==> src/rtl/core/spde_ram.sv <==
// Generic single-write, single-read RAM with registered read data.
// Used for the sample window, covariance and scatter stores. No dependencies.
module spde_ram #(
	parameter int WIDTH = 32,
	parameter int DEPTH = 64
) (
	input  logic                     clk,
	input  logic                     we,
	input  logic [$clog2(DEPTH)-1:0] waddr,
	input  logic [WIDTH-1:0]         wdata,
	input  logic [$clog2(DEPTH)-1:0] raddr,
	output logic [WIDTH-1:0]         rdata
);

	logic [WIDTH-1:0] mem [DEPTH];

	always_ff @(posedge clk) begin
		if (we)
			mem[waddr] <= wdata;
		rdata <= mem[raddr];
	end

endmodule

==> config.mk <==
export PLATFORM = sky130hd
export DESIGN_NAME = spde_ram
export DESIGN_NICKNAME = d
export VERILOG_FILES = /design/src/rtl/core/spde_ram.sv
export SDC_FILE = /design/constraint.sdc
export NUM_CORES = 2
export LEC_CHECK = 0
export BUFFER_PORTS_ARGS = -buffer_cell sky130_fd_sc_hd__buf_2
export CORE_MARGIN = 4
export CORE_UTILIZATION = 55
export DETAILED_ROUTE_END_ITERATION = 10
export GPL_ROUTABILITY_DRIVEN = 0
export PLACE_DENSITY_LB_ADDON = 0.05
export SKIP_LAST_GASP = 1
export SLEW_MARGIN = 40
export SYNTH_ARGS = -nofsm -noshare
export SYNTH_HDL_FRONTEND = slang
export SYNTH_SLANG_ARGS = --single-unit
==> constraint.sdc <==
create_clock -name clk -period 6.05 [get_ports clk]
set_input_delay 0 -clock clk [delete_from_list [all_inputs] [get_ports clk]]
set_output_delay 0 -clock clk [all_outputs]
set_load 0.05 [all_outputs]
==> metrics.md <==
| Metric | Value |
|---|---|
| Status | completed |
| Critical Path RT | 6.71 ns |
| Crit-path max FO | between 40 and 50 |
| Final setup margin | 3.42 ns |
| Crit path top cell by count | nor2_1 |
| Initial Util | 55.4% |
| RSZ-0062 raised after global routing | false |
| Cell row count | 138 |
| Clk Latency, worst-skew pair | 0.82 ns |
| Hold Startpoint | raddr[5] |
| Post-synth top area share | 78.3% |
| Depth of the most critical reg-to-reg path | 4 |
| First-pass GRT wire length | 286000 microns |
| H-tree Lvls | 4 |
| Max-cap violations | 0 |
| I/O Pins | between 70 and 80 |
| Clk slew on worst S/H paths | 0.06 ns |
| First-pass iteration count of the detailed router | 6 |
| Predominant post-synthesis flop cell | edfxtp_1 |
| Final Setup Violations | 0 |
| Die X | 386 microns |
| Min-Delay Path Depth | 4 |
| Worst Hold Class | in2reg |
| CTS tree | done |
| Syn nets | 3370 |
| Worst Tran Pin Value | 0.883 ns |
| Area grow syn2layout | 13.4% |
| Final hold vios | 0 |
| Post-DP Area | just over 80000 sq um |
| Synth unique cells | 34 |
| Dpl ws | 2.54 ns |
| Period utilisation layout | 43.5% |
| DR vias | 37.3k |
| Detailed Place HPWL | roughly 110000 microns |
| Tot Pwr | 30.2 mW |
| Reg2reg start | mem[15][6]$_DFFE_PP_ |
| Area of the multi-input gates | 16000 sq um |
| Setup TNS | 0 ns |
| Pins Over Slew Limit | 0 |
| Share of cells above drive strength 1 | between 20% and 30% |
| Fin nets | about 3.6k |
| Seq cells post-synth | 2080 |
| Initial antenna violation count | 13 |
| Flop-to-flop setup slack | 3.81 ns |
| Num CTS Buffers | 202 |
| Rel. slew slack | 41.1% |
| CP peak stage delay | 0.61 ns |
| Core ar. | approximately 140000 sq um |
| Antenna-violating nets left | 0 |
| PostCTS Resize Cnt | 0 |
| Hold_ws | 0.0772 ns |
| Clock skew | 0.0277 ns |
| DRT iter0 DRCs | 4824 |
| Register area share after synthesis | 79.1% |
| CP startpoint kind | input pin |
| Fmax achieved | 0.380 GHz |
| Synth cell count leaders | edfxtp_1, mux4_2, nor2_1 |
| Setup crit end kind | register |
| Avg Cell Area, Syn | 23.6 sq um |
| Min Tclk post-route | about 2.6 ns |
| Critical-path cell list | dlygate4sd3_1 > buf_4 > buf_6 > nand2_2 > o22ai_1 > nor2_1 > a21oi_1 > nor2_1 |
| Worst Hold End | rdata[18]$_DFF_P_ |
| Synth area leader | edfxtp_1 |
| R2R Path End | rdata[6]$_DFF_P_ |
| DR vias/cell | around 6.6 |
| Mapped cell area | 78500 sq um |
| Count leader, synth | edfxtp_1 |
| Largest net degree at the start of global routing | 115 |
| Static Leak | 27.8 nW |
| Synth Instances | between 3k and 4k |
| CTS Buffer Depth | 3 |
| Sink Count | between 2k and 2.5k |
| DR WL/cell | 35.9 microns |
| PwrDens | 339 nW/um^2 |
| Clock Root Buffer | clkbuf_16 |
| Crit. Startpoint | raddr[3] |
| Die ar. | 149000 sq um |
| Post-synth EDFFs | 2048 |
| Register cell area after layout | roughly 62000 sq um |
| Total congestion overflow | 0 |
| Die H | 386 microns |
| DRC Markers | 0 |
| Peak supply drop | 0.278 mV |
| Ys async rst share | 0% |
| Fill count | 9407 |
| IO buf count | 77 |
| Total routed wirelength | 202000 microns |
| Top post-synthesis cells by area | edfxtp_1, mux4_2, mux2i_1, dfxtp_1, o22ai_1 |
| Crit path DAT | roughly 3.3 ns |
| CP Class | in2reg |
| Overall Global Routing Usage | 27.8% |
| Ys Warns | 0 |
| Slowest-stage cell, CP | nand2_2 |
| Number of global-route vias before repair | 37.7k |
| Post-route cell area | 89000 sq um |
[cells by family after synthesis]
| kind of cell | Yosys count | synth area share, % |
|---|---|---|
| DFF | 2080 | 79.1 |
| buffers and inverters | 182 | 1.13 |
| muxes | 637 | 16.8 |
| and+or+nand+nor | 223 | 1.27 |
| AOI/OAI and AO/OA | 202 | 1.67 |
[per-layer routing]
metal | routed length (microns) | track usage, %
met3 | 18900 | 5.60
met5 | 36 | 0
met4 | 5070 | 7.35
met1 | 81300 | 40.9
met2 | 96900 | 43.5
[flip-flops by register name, summed over array words and instances, names as in the netlist]
register / flops
rdata: 32
mem: 2048
[cell usage in the layout (no fill, tap or decap), types with 25 or more instances in the layout]
cell           Yosys  routed
nor2_1           137      74
o22ai_1           84      84
buf_2             57      43
o221ai_1          27      27
clkinv_2           0      45
a21oi_1           62      62
dfxtp_1           32      32
bufinv_16          0      26
edfxtp_1        2048    2048
clkbuf_1          74      48
dlygate4sd3_1      0      34
mux4_2           544     544
nor2_4             0      63
mux2i_1           93      93
nand2_1           26      25
clkbuf_16          0     207
buf_4             25     119
clkinv_1           0      34
[worst max path at each step]
stage,depth (start not counted),to,slack (ns)
2_1_floorplan,4,mem[48][0]$_DFFE_PP_,2.89
3_3_place_gp,7,rdata[18]$_DFF_P_,2.38
3_5_place_dp,7,rdata[6]$_DFF_P_,2.54
4_1_cts,7,rdata[6]$_DFF_P_,3.41
5_1_grt,7,rdata[6]$_DFF_P_,3.32
6_report,8,rdata[11]$_DFF_P_,3.42
[metrics by stage]
step                      util, %  cells
final                        62.8   5635
after global routing         62.8   5630
after CTS                    62.8   5628
after detailed placement     57.8   5212
after global placement       57.7   5207
after floorplan                 -   3324
[final cells by class]
cell class	count	share of cell area (%)
well taps	1890	2.66
clock buffers	262	6.13
diodes	6	0.0169
flip-flops and latches	2080	69.8
repair buffers	215	2.02
clock inverters	120	1.42
multi-input cells	1062	18.0
[power breakdown]
group | switching (mW) | total, mW | internal, mW
Clock | 5.20 | 12.7 | 7.46
Sequential | 0.0767 | 16.0 | 16.0
Combinational | 0.963 | 1.50 | 0.539
[worst max-delay path: cells and delay by family]
kind,cells,cell delay (ns)
AOI/OAI and AO/OA,2,0.89
and+or+nand+nor,3,0.78
buffers and inverters,3,1.53
[timing repair]
action	4_1_cts	5_1_grt
setup buffers	0	0
endpoints found under the setup margin	0	0
hold endpoints to repair	2068	0
hold buffers	34	0
Power figures use the tool's default switching activity.
